$ cat src/design/hcar_pkg.sv
package hcar_pkg;

  localparam int CELL_INDEX_BITS = 20;
  localparam int OUT_INDEX_BITS = 20;
  localparam int CFG_INDEX_BITS = 3;
  localparam int CFG_DATA_BITS = 24;
  localparam int DOT_BITS = 42;
  localparam int NSQ_BITS = 49;
  localparam int PROD_BITS = 192;

  localparam logic [CFG_INDEX_BITS-1:0] REG_GDX = 3'd0;
  localparam logic [CFG_INDEX_BITS-1:0] REG_GDY = 3'd1;
  localparam logic [CFG_INDEX_BITS-1:0] REG_GDZ = 3'd2;
  localparam logic [CFG_INDEX_BITS-1:0] REG_LDX = 3'd3;
  localparam logic [CFG_INDEX_BITS-1:0] REG_LDY = 3'd4;
  localparam logic [CFG_INDEX_BITS-1:0] REG_LDZ = 3'd5;
  localparam logic [CFG_INDEX_BITS-1:0] REG_RATIO = 3'd6;

  typedef enum logic [4:0] {
    ST_IDLE,
    ST_NSQ,
    ST_DOT,
    ST_DSQ,
    ST_LHS,
    ST_BSQ,
    ST_RHS,
    ST_CMP,
    ST_FIN_A,
    ST_FIN_B,
    ST_FIN_C,
    ST_OUT
  } state_t;

  // One pass of the shared multiplier: 32x32 unsigned partial product.
  typedef struct packed {
    logic [31:0] a;
    logic [31:0] b;
  } mul_op_t;

endpackage

$ cat src/design/hcar_mul.sv
// Shared unsigned 32x32 multiplier with a registered product.
module hcar_mul
  import hcar_pkg::*;
(
  input  logic        clk,
  input  mul_op_t     op,
  output logic [63:0] prod
);

  logic [63:0] prod_r;

  always_ff @(posedge clk) begin
    prod_r <= 64'(op.a) * 64'(op.b);
  end

  assign prod = prod_r;

endmodule

$ cat config.mk
export PLATFORM = sky130hd
export DESIGN_NAME = hcar_mul
export DESIGN_NICKNAME = d
export VERILOG_FILES = /design/src/design/hcar_pkg.sv /design/src/design/hcar_mul.sv
export SDC_FILE = /design/constraint.sdc
export NUM_CORES = 2
export LEC_CHECK = 0
export ABC_AREA = 1
export ABC_CLOCK_PERIOD_IN_PS = 9120
export BUFFER_PORTS_ARGS = -buffer_cell sky130_fd_sc_hd__buf_2
export CORE_MARGIN = 1.5
export CORE_UTILIZATION = 60
export DETAILED_ROUTE_END_ITERATION = 6
export MAX_ROUTING_LAYER = met4
export PLACE_DENSITY = 0.77
export SYNTH_ARGS = -nofsm -noshare
export SYNTH_HDL_FRONTEND = slang
export SYNTH_SLANG_ARGS = --single-unit
$ cat constraint.sdc
create_clock -name clk -period 9.12 [get_ports clk]
set_input_delay 1.368 -clock clk [delete_from_list [all_inputs] [get_ports clk]]
set_output_delay 1.368 -clock clk [all_outputs]
set_load 0.02 [all_outputs]
* After elaboration in Yosys (flattened, before gate mapping) *
Cells that the tools add are included.

cells by class
  $mul = 1

operator list
  operator                                        number
  32-bit by 32-bit multiplier with 64-bit output  1

storage, ports and cells
  flip-flop bits (word level) = 64
  input bits = 65
  output and inout port bits = 64
  logic and storage cells = 2

* Depth between registers and ports, before layout *
  depth after elaboration = 1
  gate-level depth with buffers = 30
  mapped depth without buffers = 29

* Worst setup path after synthesis *
No wires, ideal clock.

  path kind = input -> register
  start point = in op[57] (netlist bit)
  end point = reg prod_r[60] (netlist: prod[60])
  setup time = 0.112 ns
  data arrival time = 7.070 ns
  data required time = 9.008 ns
  slack = 1.938 ns
  cell stages on the path = 26
  path buffers = 1
  path through = clkbuf_1 -> nand2_1 -> fa_1 -> inv_1 -> fa_1 -> inv_1 -> fa_1 -> inv_1 -> fa_1 -> fa_1 -> fa_1 -> fa_1 -> inv_1 -> fa_1 -> inv_1 -> ha_1 -> nand2_1 -> nand2_1 -> a21oi_1 -> nand2_1 -> nand2_1 -> nand2_1 -> a21oi_1 -> nand2_1 -> nand2_1 -> nand2_1

between the ends
  word-level cells in the longest chain between the ends = 1

ends and longest elaborated chain
  item                                            RTL line        source
  start: declaration                              hcar_mul.sv:6   input mul_op_t op,
  32-bit by 32-bit multiplier with 64-bit output  hcar_mul.sv:13  prod_r <= 64'(op.a) * 64'(op.b);
  end signal: assignment                          hcar_mul.sv:13
  end: declaration                                hcar_mul.sv:10  logic [63:0] prod_r;

No other way between the ends.

* Worst setup path after layout *
  start point = in op[8] (netlist bit)
  end point = reg prod_r[32] (netlist: prod[32])

The elaborated chain is that of the path after synthesis.

==> results.rst <==
.. list-table::
   :header-rows: 1

   * - Metric
     - Value
   * - Result of the run
     - complete, no violations
   * - Number of buffers added for setup after CTS
     - 0
   * - Via/cell ratio
     - roughly 5.1
   * - Overall track demand over capacity in global routing
     - 33.5%
   * - Std-Cell Core Area
     - 61700 µm²
   * - Post-Layout Inst Area
     - just under 40000 µm²
   * - Kind of end point of the critical path
     - register
   * - Final setup TNS
     - 0 ns
   * - Launch point of the worst path
     - op[8]
   * - Proportion of layout cells with a drive suffix above 1
     - ~4.7%
   * - Mean Syn Cell Area
     - 7.45 µm²
   * - Cell count of the worst hold path
     - 3
   * - Final min period
     - roughly 8.0 ns
   * - Residual antenna-violating net count after detailed routing
     - 0
   * - Crit-path slowest cell
     - sky130_fd_sc_hd__buf_2
   * - Die footprint
     - 63800 µm²
   * - CP required
     - between 9 and 10 ns
   * - Crit path cell chain
     - buf_2, nand2_1, inv_1, fa_1, fa_1, inv_1, fa_1, fa_1, inv_1, fa_1, fa_1, fa_1, fa_1, ha_1, nand2_1, nor2_1, inv_2, nor2_4, inv_2, o21bai_2, inv_1, nand2_1, xor2_1
   * - Share of flip-flops with an asynchronous set or reset
     - 0%
   * - Most instantiated library cell after synthesis
     - sky130_fd_sc_hd__inv_1
   * - Top area cells in the synthesized netlist
     - sky130_fd_sc_hd__fa_1 (48%), sky130_fd_sc_hd__inv_1 (17%), sky130_fd_sc_hd__nand2_1 (16%)
   * - Gate family responsible for the most delay along the worst path
     - adder cells
   * - Top-level port count
     - ~130
   * - TritonCTS clock tree
     - yes
   * - Summed instance area of the synthesized netlist
     - 37400 µm²
   * - Worst rel slew slack
     - about 41%
   * - Number of flops mapped to enable cells by yosys
     - 0
   * - Maximum number of pins on one net before global-route repair
     - 33
   * - Initial standard-cell utilization of the core
     - between 60% and 70%
   * - Top fanout value on the critical path
     - 32
   * - Layout-stage area growth over the synthesis result
     - 4.03%
   * - Hold path endpoint
     - prod[0]$_DFF_P_
   * - Total CTS buffers
     - 9
   * - Most repeated library cell on the critical path
     - sky130_fd_sc_hd__fa_1
   * - Final-report max-slew violation count
     - 0
   * - Largest register FFs
     - between 60 and 70
   * - Final weighted congestion of routability-driven global placement
     - about 1.0
   * - Number of port buffers
     - roughly 130
   * - Hold violation total from the final report
     - 0
   * - Htree depth
     - 3
   * - Achievable clock frequency
     - 125 MHz
   * - Global-route wire length before repair
     - ~160 mm
   * - Top routing layer in use
     - met4
   * - Kind of critical path
     - in2reg
   * - Vert. Die Dim
     - approximately 250 µm
   * - Root Driver
     - sky130_fd_sc_hd__clkbuf_16
   * - Met1 Routed Length
     - 37.9 mm
   * - Final count of negative-setup-slack endpoints
     - 0
   * - Top cells by instance count after synthesis
     - sky130_fd_sc_hd__inv_1 (1723), sky130_fd_sc_hd__nand2_1 (1566), sky130_fd_sc_hd__fa_1 (896)
   * - Fraction of synthesized cell area taken by the top area cell type
     - 48.0%
   * - Library cells used by synthesis
     - 23
   * - Number of vias after detailed routing
     - approximately 30k
   * - Buffer and inverter count on the worst path
     - 7
   * - Post-detailed-placement cell area
     - roughly 39000 µm²
   * - Routed met2 length
     - between 40 and 50 mm
   * - RSZ-0062 raised after global routing
     - false
   * - Max-cap check violation count
     - 0
   * - DP HPWL
     - between 80 and 90 mm
   * - Number of antenna violations at the first check in global routing
     - 3
   * - Deepest clock path buffer count
     - 2
   * - CTS sink count
     - 64
   * - Type of the most critical hold path
     - in2reg
   * - Post-synth top flop
     - sky130_fd_sc_hd__dfxtp_1
   * - Final wirelength
     - 97.7 mm
   * - # rows
     - 91
   * - Register bit total from synthesis
     - 64
   * - Clock Pin Slew Worst Setup and Hold Paths
     - approximately 0.06 ns
   * - Total met3 wirelength after detailed routing
     - 7.71 mm
   * - Hold bufs inserted after CTS
     - 0
   * - Startpoint of the tightest hold check path
     - op[0]
   * - Number of nets in the synthesized netlist
     - 6247
   * - Share of the core filled with cells in the final layout
     - a little over three fifths
   * - Initial DRC count
     - between 2k and 2.5k
   * - Routed len/inst
     - around 17 µm
   * - Critical path arrival
     - ~8.2 ns
   * - First-pass iteration count of the detailed router
     - 7
   * - Number of standard cells after synthesis
     - about 5k
   * - Period Utilization, post-route
     - approximately 88%
   * - Die span in x
     - 253 µm
   * - Nets@finish
     - between 6k and 7k
   * - Stage delay of the slowest cell on the critical path
     - ~0.6 ns
   * - Post-route DRC
     - 0
   * - Gates resized, CTS repair
     - 0
   * - Total congestion overflow
     - 0
   * - Largest area contributor in the netlist
     - sky130_fd_sc_hd__fa_1
   * - Register area share after synthesis
     - between 3 and 4%
   * - Via count of the first global-routing pass
     - between 30k and 40k
   * - Yosys warning count
     - 0
   * - Hold slack
     - 1.59 ns
   * - Crit path launch type
     - input port
   * - Measured slew at the worst slew-check pin
     - about 0.88 ns
worst min-delay path, delay by kind of cell:
family        cells  cell delay (ns)
buf+inv           2             0.36
simple gates      1             0.16
how the worst max path moves through the flow:
stage	endpoint	slack, ns	depth (start not counted)
floorplan	prod[60]$_DFF_P_	1.94	26
global placement	prod[32]$_DFF_P_	0.77	23
detailed placement	prod[32]$_DFF_P_	0.83	23
CTS	prod[32]$_DFF_P_	1.13	21
global route	prod[60]$_DFF_P_	0.91	26
finish	prod[32]$_DFF_P_	1.12	23
cell usage in the layout (no fill, tap or decap), types with 11 or more instances in the layout:
master	n
sky130_fd_sc_hd__xor2_1	33
sky130_fd_sc_hd__ha_1	263
sky130_fd_sc_hd__buf_4	27
sky130_fd_sc_hd__buf_2	128
sky130_fd_sc_hd__nand2_2	15
sky130_fd_sc_hd__nor2_2	14
sky130_fd_sc_hd__nand4_1	16
sky130_fd_sc_hd__inv_1	1723
sky130_fd_sc_hd__nor3_1	11
sky130_fd_sc_hd__nand3_1	56
sky130_fd_sc_hd__nor2_1	81
sky130_fd_sc_hd__fa_1	896
sky130_fd_sc_hd__a21oi_1	43
sky130_fd_sc_hd__dfxtp_1	64
sky130_fd_sc_hd__nand2_1	1566
sky130_fd_sc_hd__o21bai_1	11
sky130_fd_sc_hd__inv_2	12
kinds of logic after synthesis:
group	count (synthesis)	synth area share [%]
buffers and inverters	1927	19.3
adder cells (fa/ha/maj)	1159	56.8
AND/OR/NAND/NOR	1781	18.8
XOR/XNOR	35	0.820
AO/OA/AOI/OAI	57	0.853
flip-flops	64	3.43
metal layers:
layer / track usage, % / vias to the layer above
li1: - / 13600
met1: 42.6 / 14500
met2: 56.0 / 1298
met3: 3.90 / 265
met4: 11.5 / 0
met5: - / -
metrics by stage:
step,instances,setup slack [ns]
after floorplan,5023,1.94
after global placement,5823,0.773
after detailed placement,5823,0.831
after CTS,5839,1.13
after global routing,5842,0.909
final,5843,1.12
cell type report:
class / instances / area [µm²]
clock buffer: 9 / 225
timing repair buffer: 155 / 843
fill: 5582 / 22800
inverter: 1735 / 6510
multi-input combinational: 3032 / 28900
tap: 837 / 1050
clock inverter: 7 / 103
sequential: 64 / 1280
antenna: 4 / 10.0
Power is not shown: default switching activity piles up to over one toggle a cycle in this logic, so the estimate is an artifact.
